<file path="config.mk">
export PLATFORM = sky130hd
export DESIGN_NAME = json_string_unescape_top_flat
export DESIGN_NICKNAME = d
export VERILOG_FILES = /design/src/design/jsu_pkg.sv /design/src/design/jsu_in_if.sv /design/src/design/jsu_out_if.sv /design/src/design/jsu_fifo.sv /design/src/design/jsu_front.sv /design/src/design/jsu_back.sv /design/src/design/json_string_unescape_top.sv /design/src/flat_wrapper.sv
export SDC_FILE = /design/constraint.sdc
export NUM_CORES = 1
export LEC_CHECK = 0
export BUFFER_PORTS_ARGS = -buffer_cell sky130_fd_sc_hd__buf_4
export CORE_UTILIZATION = 48
export CTS_BUF_LIST = sky130_fd_sc_hd__clkbuf_16
export CTS_CLUSTER_SIZE = 25
export DETAILED_ROUTE_END_ITERATION = 10
export GPL_TIMING_DRIVEN = 0
export MAX_ROUTING_LAYER = met4
export PLACE_DENSITY = 0.76
export SYNTH_ARGS = -nofsm -noshare
export SYNTH_HDL_FRONTEND = slang
export SYNTH_SLANG_ARGS = --single-unit
</file>
<file path="constraint.sdc">
create_clock -name clk -period 4.1 [get_ports clk]
set_input_delay 0.82 -clock clk [delete_from_list [all_inputs] [get_ports clk]]
set_output_delay 0.82 -clock clk [all_outputs]
set_load 0.02 [all_outputs]
</file>
<file path="src/design/jsu_pkg.sv">
// ----------------------------------------------------------------------------
// jsu_pkg
// Shared types, character codes and decode helpers for the string unescaper.
// ----------------------------------------------------------------------------
package jsu_pkg;

  // Decode modes of the front end
  localparam logic [1:0] MODE_PLAIN  = 2'd0;
  localparam logic [1:0] MODE_ESCAPE = 2'd1;
  localparam logic [1:0] MODE_HEX    = 2'd2;

  // Character codes
  localparam logic [7:0] CH_NUL    = 8'h00;
  localparam logic [7:0] CH_QUOTE  = 8'h22;
  localparam logic [7:0] CH_SLASH  = 8'h2F;
  localparam logic [7:0] CH_BSLASH = 8'h5C;
  localparam logic [7:0] CH_LC_B   = 8'h62;
  localparam logic [7:0] CH_LC_F   = 8'h66;
  localparam logic [7:0] CH_LC_N   = 8'h6E;
  localparam logic [7:0] CH_LC_R   = 8'h72;
  localparam logic [7:0] CH_LC_T   = 8'h74;
  localparam logic [7:0] CH_LC_U   = 8'h75;
  localparam logic [7:0] CH_BS     = 8'h08;
  localparam logic [7:0] CH_FF     = 8'h0C;
  localparam logic [7:0] CH_LF     = 8'h0A;
  localparam logic [7:0] CH_CR     = 8'h0D;
  localparam logic [7:0] CH_TAB    = 8'h09;

  // Last hex digit index of a \u group
  localparam logic [1:0] HEX_LAST = 2'd3;

  // One queued transaction group: up to three bytes, cnt == 0 is a bare end marker
  typedef struct packed {
    logic [2:0][7:0] data;
    logic [1:0]      cnt;
    logic            last;
  } entry_t;

  typedef struct packed {
    logic       ok;
    logic [3:0] val;
  } hexv_t;

  typedef struct packed {
    logic       ok;
    logic [7:0] chr;
  } esc_t;

  function automatic hexv_t hex_value(input logic [7:0] c);
    hexv_t r;
    r = '0;
    if (c >= 8'h30 && c <= 8'h39) begin
      r.ok  = 1'b1;
      r.val = 4'(c - 8'h30);
    end else if (c >= 8'h61 && c <= 8'h66) begin
      r.ok  = 1'b1;
      r.val = 4'(c - 8'h57);
    end else if (c >= 8'h41 && c <= 8'h46) begin
      r.ok  = 1'b1;
      r.val = 4'(c - 8'h37);
    end
    return r;
  endfunction

  function automatic esc_t map_escape(input logic [7:0] c);
    esc_t r;
    r.ok = 1'b1;
    unique case (c)
      CH_QUOTE:  r.chr = CH_QUOTE;
      CH_BSLASH: r.chr = CH_BSLASH;
      CH_SLASH:  r.chr = CH_SLASH;
      CH_LC_B:   r.chr = CH_BS;
      CH_LC_F:   r.chr = CH_FF;
      CH_LC_N:   r.chr = CH_LF;
      CH_LC_R:   r.chr = CH_CR;
      CH_LC_T:   r.chr = CH_TAB;
      default: begin
        r.ok  = 1'b0;
        r.chr = CH_NUL;
      end
    endcase
    return r;
  endfunction

  // UTF-8 encoding of a 16-bit code point; zero encodes to nothing
  function automatic entry_t utf8_encode(input logic [15:0] cp);
    entry_t r;
    r = '0;
    if (cp == 16'h0000) begin
      r.cnt = 2'd0;
    end else if (cp < 16'h0080) begin
      r.data[0] = cp[7:0];
      r.cnt     = 2'd1;
    end else if (cp < 16'h0800) begin
      r.data[0] = {3'b110, cp[10:6]};
      r.data[1] = {2'b10, cp[5:0]};
      r.cnt     = 2'd2;
    end else begin
      r.data[0] = {4'b1110, cp[15:12]};
      r.data[1] = {2'b10, cp[11:6]};
      r.data[2] = {2'b10, cp[5:0]};
      r.cnt     = 2'd3;
    end
    return r;
  endfunction

endpackage

</file>
<file path="src/design/jsu_in_if.sv">
// ----------------------------------------------------------------------------
// jsu_in_if
// Input channel: one escaped byte per transaction, with an end-of-string flag.
// ----------------------------------------------------------------------------
interface jsu_in_if;
  logic       valid;
  logic       ready;
  logic [7:0] in_byte;
  logic       in_last;

  modport source (output valid, output in_byte, output in_last, input ready);
  modport sink   (input valid, input in_byte, input in_last, output ready);
endinterface

</file>
<file path="src/design/jsu_out_if.sv">
// ----------------------------------------------------------------------------
// jsu_out_if
// Result channel: one unescaped byte or a bare end marker per transaction.
// ----------------------------------------------------------------------------
interface jsu_out_if;
  logic       valid;
  logic       ready;
  logic [7:0] out_byte;
  logic       out_valid;
  logic       out_last;

  modport source (output valid, output out_byte, output out_valid, output out_last,
                  input ready);
  modport sink   (input valid, input out_byte, input out_valid, input out_last,
                  output ready);
endinterface

</file>
<file path="src/design/jsu_fifo.sv">
// ----------------------------------------------------------------------------
// jsu_fifo
// Small register queue of decoded groups between front end and back end.
// ----------------------------------------------------------------------------
module jsu_fifo
  import jsu_pkg::*;
#(
  parameter int DEPTH = 4
) (
  input  logic   clk,
  input  logic   rst_n,
  input  logic   push,
  input  entry_t push_data,
  output logic   full,
  input  logic   pop,
  output entry_t head,
  output logic   empty
);

  localparam int PW = (DEPTH > 1) ? $clog2(DEPTH) : 1;
  localparam int CW = $clog2(DEPTH + 1);

  entry_t          mem_r [DEPTH];
  logic [PW-1:0]   wr_ptr_r, wr_ptr_nxt;
  logic [PW-1:0]   rd_ptr_r, rd_ptr_nxt;
  logic [CW-1:0]   count_r, count_nxt;
  logic            do_push, do_pop;

  assign full    = (count_r == CW'(DEPTH));
  assign empty   = (count_r == '0);
  assign do_push = push && !full;
  assign do_pop  = pop && !empty;
  assign head    = mem_r[rd_ptr_r];

  always_comb begin
    wr_ptr_nxt = wr_ptr_r;
    rd_ptr_nxt = rd_ptr_r;
    count_nxt  = count_r;
    if (do_push) begin
      wr_ptr_nxt = (wr_ptr_r == PW'(DEPTH - 1)) ? '0 : wr_ptr_r + 1'b1;
    end
    if (do_pop) begin
      rd_ptr_nxt = (rd_ptr_r == PW'(DEPTH - 1)) ? '0 : rd_ptr_r + 1'b1;
    end
    if (do_push && !do_pop) begin
      count_nxt = count_r + 1'b1;
    end else if (do_pop && !do_push) begin
      count_nxt = count_r - 1'b1;
    end
  end

  always_ff @(posedge clk) begin
    if (!rst_n) begin
      wr_ptr_r <= '0;
      rd_ptr_r <= '0;
      count_r  <= '0;
    end else begin
      wr_ptr_r <= wr_ptr_nxt;
      rd_ptr_r <= rd_ptr_nxt;
      count_r  <= count_nxt;
    end
  end

  always_ff @(posedge clk) begin
    if (do_push) begin
      mem_r[wr_ptr_r] <= push_data;
    end
  end

  // occupancy never exceeds the storage
  a_count_bound: assert property (@(posedge clk) disable iff (!rst_n)
    count_r <= CW'(DEPTH))
    else $error("jsu_fifo: occupancy above depth");

  // occupancy rises by one on a push without a pop
  a_count_track: assert property (@(posedge clk) disable iff (!rst_n)
    (do_push && !do_pop) |=> (count_r == $past(count_r) + 1'b1))
    else $error("jsu_fifo: count did not follow a push");

endmodule

</file>
<file path="src/design/jsu_front.sv">
// ----------------------------------------------------------------------------
// jsu_front
// Escape decoder: tracks escapes, queues groups, one byte/cycle unless q_full.
// ----------------------------------------------------------------------------
module jsu_front
  import jsu_pkg::*;
(
  input  logic    clk,
  input  logic    rst_n,
  jsu_in_if.sink  in_ch,
  input  logic    q_full,
  output logic    q_push,
  output entry_t  q_data
);

  logic [1:0]  mode_r, mode_nxt;
  logic [1:0]  digits_r, digits_nxt;
  logic [15:0] acc_r, acc_nxt;
  logic        stop_r, stop_nxt;

  logic        accept;
  logic [7:0]  b;
  hexv_t       hv;
  esc_t        em;
  logic [15:0] acc_upd;
  logic        stop_upd;
  entry_t      grp;

  assign in_ch.ready = !q_full;
  assign accept      = in_ch.valid && !q_full;
  assign b           = in_ch.in_byte;
  assign hv          = hex_value(b);
  assign em          = map_escape(b);

  always_comb begin
    mode_nxt   = mode_r;
    digits_nxt = digits_r;
    acc_nxt    = acc_r;
    stop_nxt   = stop_r;
    acc_upd    = acc_r;
    stop_upd   = stop_r;
    grp        = '0;

    if (mode_r == MODE_HEX) begin
      if (!stop_r) begin
        if (hv.ok) begin
          acc_upd = {acc_r[11:0], hv.val};
        end else begin
          stop_upd = 1'b1;
        end
      end
      if (digits_r == HEX_LAST) begin
        grp        = utf8_encode(acc_upd);
        mode_nxt   = MODE_PLAIN;
        digits_nxt = '0;
        acc_nxt    = '0;
        stop_nxt   = 1'b0;
      end else begin
        digits_nxt = digits_r + 1'b1;
        acc_nxt    = acc_upd;
        stop_nxt   = stop_upd;
      end
    end else if (b != CH_NUL) begin
      if (mode_r == MODE_ESCAPE) begin
        if (b == CH_LC_U) begin
          mode_nxt   = MODE_HEX;
          digits_nxt = '0;
          acc_nxt    = '0;
          stop_nxt   = 1'b0;
        end else begin
          if (em.ok) begin
            grp.data[0] = em.chr;
            grp.cnt     = 2'd1;
          end
          mode_nxt = MODE_PLAIN;
        end
      end else if (b == CH_BSLASH) begin
        mode_nxt = MODE_ESCAPE;
      end else begin
        grp.data[0] = b;
        grp.cnt     = 2'd1;
      end
    end

    // end of string: drop any unfinished escape
    if (in_ch.in_last) begin
      mode_nxt   = MODE_PLAIN;
      digits_nxt = '0;
      acc_nxt    = '0;
      stop_nxt   = 1'b0;
    end
    grp.last = in_ch.in_last;
  end

  assign q_push = accept && ((grp.cnt != 2'd0) || in_ch.in_last);
  assign q_data = grp;

  always_ff @(posedge clk) begin
    if (!rst_n) begin
      mode_r   <= MODE_PLAIN;
      digits_r <= '0;
      acc_r    <= '0;
      stop_r   <= 1'b0;
    end else if (accept) begin
      mode_r   <= mode_nxt;
      digits_r <= digits_nxt;
      acc_r    <= acc_nxt;
      stop_r   <= stop_nxt;
    end
  end

  // a string end always leaves the decoder clean
  a_last_clears: assert property (@(posedge clk) disable iff (!rst_n)
    (accept && in_ch.in_last) |=> (mode_r == MODE_PLAIN && digits_r == '0 && acc_r == '0))
    else $error("jsu_front: state not cleared after end of string");

  // digit count only runs inside a \u group
  a_digits_mode: assert property (@(posedge clk) disable iff (!rst_n)
    (digits_r != '0) |-> (mode_r == MODE_HEX))
    else $error("jsu_front: digit count outside hex mode");

endmodule

</file>
<file path="src/design/jsu_back.sv">
// ----------------------------------------------------------------------------
// jsu_back
// Serializer: sends each queued group as one to three result transactions.
// ----------------------------------------------------------------------------
module jsu_back
  import jsu_pkg::*;
(
  input  logic       clk,
  input  logic       rst_n,
  input  entry_t     q_head,
  input  logic       q_empty,
  output logic       q_pop,
  jsu_out_if.source  out_ch
);

  logic [1:0] idx_r, idx_nxt;
  logic [1:0] final_idx;
  logic       xfer;
  logic [7:0] sel_byte;

  assign final_idx = (q_head.cnt == 2'd0) ? 2'd0 : q_head.cnt - 2'd1;
  assign xfer      = !q_empty && out_ch.ready;
  assign q_pop     = xfer && (idx_r == final_idx);

  always_comb begin
    case (idx_r)
      2'd0:    sel_byte = q_head.data[0];
      2'd1:    sel_byte = q_head.data[1];
      2'd2:    sel_byte = q_head.data[2];
      default: sel_byte = CH_NUL;
    endcase
  end

  assign out_ch.valid     = !q_empty;
  assign out_ch.out_valid = (q_head.cnt != 2'd0);
  assign out_ch.out_byte  = (q_head.cnt != 2'd0) ? sel_byte : CH_NUL;
  assign out_ch.out_last  = q_head.last && (idx_r == final_idx);

  always_comb begin
    idx_nxt = idx_r;
    if (xfer) begin
      idx_nxt = (idx_r == final_idx) ? 2'd0 : idx_r + 2'd1;
    end
  end

  always_ff @(posedge clk) begin
    if (!rst_n) begin
      idx_r <= 2'd0;
    end else begin
      idx_r <= idx_nxt;
    end
  end

  // byte index stays within the group at the head
  a_idx_in_group: assert property (@(posedge clk) disable iff (!rst_n)
    !q_empty |-> (idx_r <= final_idx))
    else $error("jsu_back: byte index past end of group");

endmodule

</file>
<file path="src/design/json_string_unescape_top.sv">
// ----------------------------------------------------------------------------
// json_string_unescape_top
// Streaming unescaper for the body of a JSON string value.
// ----------------------------------------------------------------------------
// The block takes one escaped byte per transaction on in_ch and returns the
// unescaped bytes on out_ch. Input is accepted at one byte per clock whenever
// the group queue has room; in_ch.ready never waits on out_ch.ready directly.
// Each input byte makes zero, one, two or three result transactions (three
// only for a \u code point at or above 0x800), and the back end sends one
// result per clock while the receiver is ready. A \u group takes six input
// bytes for at most three results, so no byte stream makes more results than
// it has bytes, and with the receiver always ready the input runs at one byte
// per cycle. The input stalls only when the FIFO_DEPTH-entry queue between
// decoder and serializer is full because the receiver is holding off. A
// result is held in the group queue, so it never leaves in the cycle in which
// its byte is taken. A byte that closes a string (in_last) always yields at
// least one result: if it produces no data, a bare end marker with out_valid
// low and out_last high is sent. There is no clearing pass after reset; a
// transaction can be accepted at the first clock edge with rst_n high.
// ----------------------------------------------------------------------------
module json_string_unescape_top
  import jsu_pkg::*;
#(
  parameter int FIFO_DEPTH = 4
) (
  input  logic       clk,
  input  logic       rst_n,
  jsu_in_if.sink     in_ch,
  jsu_out_if.source  out_ch
);

  // Decoder to queue
  logic   q_push;
  entry_t q_data;
  logic   q_full;

  // Queue to serializer
  logic   q_pop;
  entry_t q_head;
  logic   q_empty;

  // Front end: escape decoding, one byte per cycle while the queue has room
  jsu_front u_front (
    .clk    (clk),
    .rst_n  (rst_n),
    .in_ch  (in_ch),
    .q_full (q_full),
    .q_push (q_push),
    .q_data (q_data)
  );

  // Group queue: decouples input acceptance from result back-pressure
  jsu_fifo #(
    .DEPTH (FIFO_DEPTH)
  ) u_fifo (
    .clk       (clk),
    .rst_n     (rst_n),
    .push      (q_push),
    .push_data (q_data),
    .full      (q_full),
    .pop       (q_pop),
    .head      (q_head),
    .empty     (q_empty)
  );

  // Back end: one result transaction per cycle while out_ch is ready
  jsu_back u_back (
    .clk     (clk),
    .rst_n   (rst_n),
    .q_head  (q_head),
    .q_empty (q_empty),
    .q_pop   (q_pop),
    .out_ch  (out_ch)
  );

endmodule

</file>
<file path="src/flat_wrapper.sv">
// flat-port wrapper written by rule: the top's interface ports become plain ports
module json_string_unescape_top_flat import jsu_pkg::*;
#(
  parameter int FIFO_DEPTH = 4
)
  (clk, rst_n, in_ch_valid, in_ch_in_byte, in_ch_in_last, in_ch_ready, out_ch_valid, out_ch_out_byte, out_ch_out_valid, out_ch_out_last, out_ch_ready);
  jsu_in_if in_ch_i ();
  jsu_out_if out_ch_i ();
  input  logic clk;
  input  logic rst_n;
  input wire logic [$bits(in_ch_i.valid)-1:0] in_ch_valid;
  input wire logic [$bits(in_ch_i.in_byte)-1:0] in_ch_in_byte;
  input wire logic [$bits(in_ch_i.in_last)-1:0] in_ch_in_last;
  output wire logic [$bits(in_ch_i.ready)-1:0] in_ch_ready;
  output wire logic [$bits(out_ch_i.valid)-1:0] out_ch_valid;
  output wire logic [$bits(out_ch_i.out_byte)-1:0] out_ch_out_byte;
  output wire logic [$bits(out_ch_i.out_valid)-1:0] out_ch_out_valid;
  output wire logic [$bits(out_ch_i.out_last)-1:0] out_ch_out_last;
  input wire logic [$bits(out_ch_i.ready)-1:0] out_ch_ready;
  assign in_ch_i.valid = in_ch_valid;
  assign in_ch_i.in_byte = in_ch_in_byte;
  assign in_ch_i.in_last = in_ch_in_last;
  assign in_ch_ready = in_ch_i.ready;
  assign out_ch_valid = out_ch_i.valid;
  assign out_ch_out_byte = out_ch_i.out_byte;
  assign out_ch_out_valid = out_ch_i.out_valid;
  assign out_ch_out_last = out_ch_i.out_last;
  assign out_ch_i.ready = out_ch_ready;
  json_string_unescape_top #(.FIFO_DEPTH(FIFO_DEPTH)) u_core (.clk(clk), .rst_n(rst_n), .in_ch(in_ch_i), .out_ch(out_ch_i));
endmodule
</file>
### Word-level counts from Yosys, hierarchy flattened

Memory sizes are Yosys's and may differ from the RTL's. A register that Yosys moved wholly into a read port is not among the register bits.
Cells that the tools add are included.

* flip-flop bits (word level): 30
* RAM bits: 108
* input bits: 13
* output and inout bits: 12
* word-level logic and storage cells: 139
* memories kept: 1

Memory list
* u_core.u_fifo.mem_r: depth 4, bits a word 27, rd ports 1, clocked after memory_dff 1, wr ports 1, RTL line jsu_fifo.sv:23 `entry_t mem_r [DEPTH];`

* add/subtract/negate cells: 10
* magnitude comparators: 8
* equality and inequality tests: 19
* muxes and demuxes: 61
* reduce and logical (&&, ||, !) cells: 32

Operators with widths (number)
* $mux 16: 12
* $mux 10: 7
* $eq 8x7->1 const B: 7
* $pmux 7 s8: 1
* $mux 2: 20
* $mux 27: 1
* $mux 24: 1
* $pmux 8 s3: 1
* $eq 8x6->1 const B: 2
* $ge 8x7->1 const B: 2
* $le 8x7->1 const B: 2
* $logic_not 16->1: 1
* $lt 16x12->1 const B: 1
* $lt 16x8->1 const B: 1
* $mux 8: 2
* $mux 5: 3
* $logic_and 1x1->1: 12
* $mux 1: 11
* $eq 2x2->1 const B: 5
* $reduce_bool 3->1: 3
* $add 2x1->2 const B: 4
* $ge 8x6->1 const B: 1
* $le 8x6->1 const B: 1
* $reduce_and 4->1: 2
* other kinds (18): 27

### Depth between registers and ports, before layout

Gate-level depths: netlist of run 1.

* depth after elaboration: 22
* mapped depth: 15
* gate-level depth less buffers: 14

### By module

Synthesis of run 1 repeated with hierarchy kept, for this count alone.

* cells, all modules: 517
* area, all modules: 6857.8 um2

Modules (own cells, without submodules)
* jsu_fifo: instances 1, cells an instance 192, area an instance 4424.2 um2, sequential area each 3423.3 um2
* jsu_front: instances 1, cells an instance 277, area an instance 2039.5 um2, sequential area each 420.4 um2
* jsu_back: instances 1, cells an instance 48, area an instance 394.1 um2, sequential area each 40.0 um2

### Least setup slack after synthesis of run 1

No wires, ideal clock.

* path kind: input-to-reg
* start: in in_ch_in_byte[7]
* end: reg u_core.u_fifo.count_r[2]
* library setup time: 0.076 ns
* arrival time: 3.932 ns
* required time: 4.024 ns
* slack: 0.093 ns
* stages on the path: 13
* path buffers: 1
* cells stage by stage: buf_6 > or4b_4 > or4_4 > nand2_1 > o32ai_1 > a31o_2 > a21oi_4 > ha_1 > inv_1 > fa_1 > xor2_1 > or3_1 > a21boi_0

* word-level cells in the longest chain between the ends: 21
* elaborated cells on any way between the ends: 49
* classes of those cells: order compare: 8; eq/ne: 9; mux: 18; reduce/logical: 14

Ends and longest elaborated chain
* from (decl): RTL line flat_wrapper.sv:12 `input wire logic [$bits(in_ch_i.in_byte)-1:0] in_ch_in_byte;`
* $ge 8x7->1 / $le 8x7->1 (equally long branches): RTL line jsu_pkg.sv:58 `end else if (c >= 8'h41 && c <= 8'h46) begin`
* $logic_and 1x1->1: RTL line jsu_pkg.sv:58
* $mux 5: RTL line jsu_pkg.sv:58
* $mux 5: RTL line jsu_pkg.sv:55 `end else if (c >= 8'h61 && c <= 8'h66) begin`
* $mux 5: RTL line jsu_pkg.sv:52 `if (c >= 8'h30 && c <= 8'h39) begin`
* $mux 16: RTL line jsu_front.sv:46 `if (hv.ok) begin`
* $mux 16: RTL line jsu_front.sv:45 `if (!stop_r) begin`
* $mux 16: RTL line jsu_front.sv:44 `if (mode_r == MODE_HEX) begin`
* (+6 left out)
* $reduce_bool 2->1 *: RTL line jsu_front.sv:95 `assign q_push = accept && ((grp.cnt != 2'd0) || in_ch.in_last);`
* $logic_or 1x1->1 *: RTL line jsu_front.sv:95
* $logic_and 1x1->1 *: RTL line jsu_front.sv:95
* $logic_and 1x1->1 *: RTL line jsu_fifo.sv:31 `assign do_push = push && !full;`
* via u_core.u_fifo.do_push: RTL line jsu_fifo.sv:27 `logic do_push, do_pop;`
* $logic_not 1->1: RTL line jsu_fifo.sv:47 `end else if (do_pop && !do_push) begin`
* $logic_and 1x1->1: RTL line jsu_fifo.sv:47
* $reduce_bool 2->1 (no line)
* to (signal assigned): RTL line jsu_fifo.sv:60 `count_r <= count_nxt;`
* to (decl): RTL line jsu_fifo.sv:26 `logic [CW-1:0] count_r, count_nxt;`

The timed path passes the listed nets; every way through them passes the cells marked *. The select of a mux whose other input is x is not followed.
A chain may end at the register's enable or synchronous reset.

### Worst setup path in the final report of run 1

* start: in in_ch_in_byte[3]
* end: mem u_core.u_fifo.mem_r[2][5] (netlist bit), enable pin

* word-level cells in the longest chain between the ends: 20
* elaborated cells on any way between the ends: 49
* classes of those cells: add/sub: 3; order compare: 8; eq/ne: 9; mux: 19; reduce/logical: 10

Ends and longest elaborated chain
* $ge 8x7->1 / $le 8x7->1 (equally long branches): RTL line jsu_pkg.sv:58
* $logic_and 1x1->1: RTL line jsu_pkg.sv:58
* $mux 5: RTL line jsu_pkg.sv:58
* $mux 5: RTL line jsu_pkg.sv:55
* $mux 5: RTL line jsu_pkg.sv:52
* $mux 16: RTL line jsu_front.sv:46
* $mux 16: RTL line jsu_front.sv:45
* $mux 16: RTL line jsu_front.sv:44
* (+5 left out)
* $mux 10 *: RTL line jsu_front.sv:44
* $reduce_bool 2->1 *: RTL line jsu_front.sv:95
* $logic_or 1x1->1 *: RTL line jsu_front.sv:95
* $logic_and 1x1->1 *: RTL line jsu_front.sv:95
* $logic_and 1x1->1 *: RTL line jsu_fifo.sv:31
* via u_core.u_fifo.do_push: RTL line jsu_fifo.sv:27
* $mux 1 *: RTL line jsu_fifo.sv:65 `if (do_push) begin`
* $mux 1 (implied by the code) *: RTL line jsu_fifo.sv:66 `mem_r[wr_ptr_r] <= push_data;`
* to (decl): RTL line jsu_fifo.sv:23

Marked as above.

==> flow_summary.ini, run 1 <==
[logic_synthesis]
synth_top_area_share_pct = 45.6
top_ff_cell_synth = edfxtp_1
synthesized_nets = 539
synth_largest_area_cell = edfxtp_1
yosys-top-cells-count = 96 x edfxtp_1, 49 x nand2_1, 32 x dfxtp_1, 27 x nor2_1, 24 x mux4_2
avgSynthCellArea_um2 = 12.5
ys_warn_count = 0
synth.lib_cells_used.distinct = 68
synthArstFlopShare_pct = 0
synth_seq_cells = 128
synth_sequential_area_ratio_pct = 55.7
count_of_flip_flops_with_a_built_in_enable_after_synthesis = 96
netlist_top_cells_area = edfxtp_1 46%, dfxtp_1 10%, mux4_2 8.5%, ha_1 3.6%, nand2_1 2.9%
mappedNetlistArea_um2 = 6320
postSynthCellCount = 507
synth.most_common_cell = edfxtp_1

[hold_path]
worst_hold_path.num_cells = 2
min_from = u_core.u_front.mode_r[0]
worstHoldPathType = reg -> reg
worst_hold_path.endpoint = u_core.u_front.mode_r[0]

[die]
die_area_um2 = 13600
initial_utilization_pct = 49.7
die_h_um = 117
core_area_um2 = 12700
die_width_um = 117
design.portCount = 25
core.rowCount = 41

[final_layout]
area_growth_syn_to_layout_pct = 15.0
post_layout_nonfiller_instances = 733
antenna-diode-count = 0
nets = 581
layout.core_utilization_pct = 57.1
layout-drive-gt1-share_pct = 17.1

[setup_path]
r2r_slack_ns = 0.38
worstReg2RegStart = u_core.u_front.stop_r
crit_chain = buf_4, or4b_4, or4_4, nand2_2, o32ai_1, a31o_2, a21oi_4, and2_1
max_stage_delay_ns = 1.06
startpoint_type = input port
worst_ep_required_time_ns = 4.13
reg2reg_to = u_core.u_fifo.mem_r[2][5]
reg2reg_depth = 7
cp_top_family = simple AND/OR/NAND/NOR gates
worst-path-max-fanout = 24
worstSetupPathType = in -> reg
crit_buf_inv = 1
critical_path.slowest_cell = and2_1
critPathCaptureType = flip-flop
timing.critical_path.arrival_ns = 3.91
critical_path_depth = 8

[power_and_ir_drop]
total_power_after_layout_w = 0.00382
power_leakage_nw = 2.53
ir_drop_mv = 0.318
p_per_area_nw_per_um2 = 525

[timing]
timing.final.setup_violations = 0
min_period_over_period_pct = 94.8
report.final.hold_viol_count = 0
maxSlewViolCount = 0
worst_pin_slew_ns = 1.33
max_clock_freq_mhz = 257
final_hold_slack_ns = 0.486
timing.final.crit_period_ns = 3.89
rsz0062_at_grt = no
relSlewSlack_pct = 11.3
timing.clock.skew_ns = 0.00876

[outcome]
status = finished, final reports clean

[detailed_routing]
drc = 0
drtIter0Drc = 370
totalWireLength_mm = 14.2
antenna_violating_nets_post_route = 0
avgViaCountPerCell = 5.95
drtPass1Iterations = 5
routed_wire_length_per_instance_um = 19.4
dr_total_vias = 4362

[placed_design]
gpl.final_weighted_congestion = 0.916
numPlacedInstances = 700
hpwl_mm = 9.88
numPortBuffers = 21

[clock_tree]
cts_root_buffer = clkbuf_16
path_clk_slew_ns = 0.05
cts.hold.buffers_added = 0
clkLatencyLatePin_ns = 0.42
cts.path.max_buffers = 2
cts_buffers = 17
cts_htree_levels = 4
cts_tree = built
cts_num_sinks = 128

[global_routing]
grtUsageTotal_pct = 23.3
grt-ovfl-total = 0
global_route_wire_length_before_repair_mm = 22.4
first_global_vias = 4359
grt_start_max_net_pins = 25
antenna_found_initial = 0

[run]
timing.max_cap.violations = 0
==> placed cells by master, fill, tap and decap left out, types with 14 or more instances in the layout <==
cell type,count
clkbuf_16,17
buf_4,23
o21ai_0,19
ha_1,18
nand2_1,48
nor2_1,27
edfxtp_1,96
inv_1,26
mux4_2,24
a22oi_1,20
nor2b_1,15
dfxtp_1,32
clkbuf_1,14
and2_1,15
a21oi_1,22
==> how the worst max path moves through the flow <==
stage,slack (ns),to,startpoint
2_1_floorplan,0.09,u_core.u_fifo.count_r[2],in_ch_in_byte[7]
3_3_place_gp,-0.24,u_core.u_fifo.mem_r[3][5],in_ch_in_byte[3]
3_5_place_dp,-0.28,u_core.u_fifo.mem_r[0][5],in_ch_in_byte[3]
4_1_cts,0.12,out_ch_out_byte[1],flip-flop
5_1_grt,0.04,u_core.u_fifo.count_r[2],in_ch_in_byte[3]
6_report,0.21,u_core.u_fifo.mem_r[2][5],in_ch_in_byte[3]
==> per-layer routing <==
| layer | vias up | GRT usage (%) | part of all wire, % |
|---|---|---|---|
| met4 | 0 | 8.78 | 2.3 |
| met2 | 154 | 37.6 | 49 |
| met5 | - | - | 0 |
| met3 | 25 | 5.50 | 5.0 |
| met1 | 2163 | 28.4 | 44 |
| li1 | 2020 | - | - |
==> timing repair <==
item	in CTS	in global routing
setup buffers	0	2
gates resized for setup	0	3
setup endpoints to repair	0	5
==> power by group <==
group          internal, W  switching, W  leakage, nW  total (W)
Clock             0.000876      0.000515        0.279    0.00139
Sequential         0.00153     0.0000483         1.14    0.00158
Combinational     0.000363      0.000482         1.11   0.000845
==> layout make-up <==
class                           instances  area (µm²)
Clock buffer                           17         425
Tap cell                              172         215
Sequential cell                       128        3520
Clock inverter                         14         130
Fill cell                            1078        5450
Inverter                               23        86.3
Timing Repair Buffer                   23         173
Buffer                                 23         105
Multi-Input combinational cell        333        2610
==> worst reg2reg max path: cells and delay by family (launching register included) <==
family             cells  cell delay (ns)
DFF                    1             0.33
AOI/OAI and AO/OA      3             0.66
and+or+nand+nor        4             2.32
==> cells by family after synthesis <==
group / share of synthesized area [%]
xor+xnor: 0.277
mux: 10.3
fa+ha+maj: 3.88
simple gates: 13.8
compound gates: 13.0
flops: 55.7
buf+inv: 3.01
==> per-stage QoR <==
stage	instance area [µm²]	TNS, ns	worst slack (ns)
final	7270	0	0.212
after global routing	7270	0	0.0448
after CTS	7250	0	0.118
after detailed placement	6700	-24.58	-0.282
after global placement	6700	-21.47	-0.237
after floorplan	6320	0	0.0929
==> state kept, by name, indices dropped and copies added, names as in the netlist, named ones only <==
| register | cells |
|---|---|
| u_core.u_back.idx_r | 2 |
| u_core.u_fifo.count_r | 3 |
| u_core.u_fifo.mem_r | 96 |
| u_core.u_fifo.rd_ptr_r | 2 |
| u_core.u_fifo.wr_ptr_r | 2 |
| u_core.u_front.acc_r | 16 |
| u_core.u_front.digits_r | 2 |
| u_core.u_front.mode_r | 2 |
| u_core.u_front.stop_r | 1 |
(Power assumes the default switching activity.)
==> run 2: changes to the inputs <==
CORE_MARGIN = 2   (was default)
==> flow_summary.ini, run 2 (synthesized netlist as in run 1, its figures left out) <==
[outcome]
status = finished, final reports clean

[die]
die_area_um2 = 14100
core.rowCount = 41
design.portCount = 25
die_h_um = 119
core_area_um2 = 12700
die_width_um = 119
initial_utilization_pct = 49.7

[clock_tree]
clkLatencyLatePin_ns = 0.41
path_clk_slew_ns = 0.06
cts.path.max_buffers = 2
cts_tree = built
cts_buffers = 17
cts_num_sinks = 128
cts_htree_levels = 4
cts_root_buffer = clkbuf_16

[placed_design]
place_ws_ns = -0.280
hpwl_mm = 10.2
gpl.final_weighted_congestion = 0.927
dpl-instance-area_um2 = 6700
numPortBuffers = 21

[detailed_routing]
dr_total_vias = 4359
drc = 0
antenna_violating_nets_post_route = 0
totalWireLength_mm = 14.7
routed_wire_length_per_instance_um = 20.1
drtPass1Iterations = 5
drtIter0Drc = 360
avgViaCountPerCell = 5.95

[global_routing]
antenna_found_initial = 0
first_global_vias = 4309
global_route_wire_length_before_repair_mm = 23.6
grtUsageTotal_pct = 22.6
grt_start_max_net_pins = 25
grt-ovfl-total = 0

[timing]
relSlewSlack_pct = 14.7
min_period_over_period_pct = 95.8
worst_pin_slew_ns = 1.28
report.final.hold_viol_count = 0
totalNegativeSetupSlack_ns = 0
rsz0062_at_grt = no
maxSlewViolCount = 0
setup_ws_ns = 0.173
timing.final.setup_violations = 0
timing.final.crit_period_ns = 3.93
timing.clock.skew_ns = 0.0166
max_clock_freq_mhz = 255

[hold_path]
worst_hold_path.endpoint = u_core.u_front.mode_r[0]
worstHoldPathType = reg -> reg
worst_hold_path.num_cells = 2
min_from = u_core.u_front.mode_r[0]

[power_and_ir_drop]
net-switching-power_w = 0.00114
power_leakage_nw = 2.52
p_per_area_nw_per_um2 = 534
power.switching_fraction_pct = 29.3
power.share.sequential_pct = 40.7
intPower_w = 0.00275
ir_drop_mv = 0.549
p_clk_share_pct = 37.6
power_share_of_the_combinational_group_pct = 21.7

[setup_path]
cp-startpoint = in_ch_in_byte[3]
r2r_slack_ns = 0.35
critical_path.slowest_cell = or4_4
worst-path-max-fanout = 7
crit_chain = buf_4, or4b_4, or4_4, nand2_1, o32ai_1, a31o_2, a21oi_4, ha_1, inv_1, fa_1, xor2_1, or3_1, a21boi_0
critPathCaptureType = flip-flop
critical_path_depth = 13
timing.critical_path.arrival_ns = 4.26
crit_buf_inv = 2
cp_top_family = simple AND/OR/NAND/NOR gates
worst_ep_required_time_ns = 4.43
max_stage_delay_ns = 0.56
worstSetupPathType = in -> reg
startpoint_type = input port
reg2reg_to = u_core.u_fifo.count_r[2]
reg2reg_depth = 12
worstReg2RegStart = u_core.u_front.stop_r

[final_layout]
layout-drive-gt1-share_pct = 17.5
largest_register_ffs = 96
largest_register = u_core.u_fifo.mem_r
design_area_um2 = 7270
nets = 579
layout_top_registers = u_core.u_fifo.mem_r x96, u_core.u_front.acc_r x16, u_core.u_fifo.count_r x3
layout.core_utilization_pct = 57.1
most_common_cell_after_layout_fill_and_taps_aside = edfxtp_1
area_growth_syn_to_layout_pct = 15.0
antenna-diode-count = 0
layout.cells.most_common_list = 96 x edfxtp_1, 49 x nand2_1, 32 x dfxtp_1

[run]
timing.max_cap.violations = 0
run 2: what timing repair did:
action                     4_1_cts  5_1_grt
gates resized for setup          0        2
hold buffers                     0        0
setup endpoints to repair        0        1
setup buffers                    0        0
run 2: routing by layer:
layer | part of all wire (%) | vias to the layer above | track usage (%)
met1 | 44 | 2186 | 29.8
li1 | - | 2019 | -
met3 | 4.8 | 15 | 4.25
met5 | 0 | - | -
met4 | 1.2 | 0 | 5.65
met2 | 50 | 139 | 36.3
run 2: layout make-up:
cell class	count	area [µm²]
plain buffers	23	105
clock buffers	17	425
clock inverters	15	148
fillers	1075	5450
inverters	23	86.3
multi-input cells	333	2610
flip-flops and latches	128	3520
well taps	172	215
repair buffers	21	158
run 2: power by group through the flow:
| stage | Combinational (W) | Clock (W) | Sequential (W) |
|---|---|---|---|
| after floorplan | 0.000579 | 0 | 0.00159 |
| after global placement | 0.000829 | 0 | 0.00160 |
| final | 0.000843 | 0.00146 | 0.00158 |
| after global routing | 0.000917 | 0.00153 | 0.00159 |
| after detailed placement | 0.000846 | 0 | 0.00161 |
| after CTS | 0.000854 | 0.00147 | 0.00158 |
run 2: worst max-delay path by stage:
stage,endpoint
after floorplan,u_core.u_fifo.count_r[2]
after global placement,u_core.u_fifo.mem_r[0][6]
after detailed placement,u_core.u_fifo.mem_r[1][6]
after CTS,out_ch_out_byte[1]
after global routing,u_core.u_fifo.mem_r[1][8]
final,u_core.u_fifo.count_r[2]
run 2: worst min-delay path, stage by stage, from the launching register on:
cell      delay, ns
dfxtp_1        0.32
nand2_1        0.05
a21boi_0       0.06
run 2: per-stage QoR:
stage                     hold WS (ns)  total power, W  instances
after floorplan                  0.445         0.00217        507
after global placement           0.456         0.00243        700
after detailed placement         0.488         0.00246        700
after CTS                        0.496         0.00391        732
after global routing             0.520         0.00404        732
final                            0.488         0.00389        732
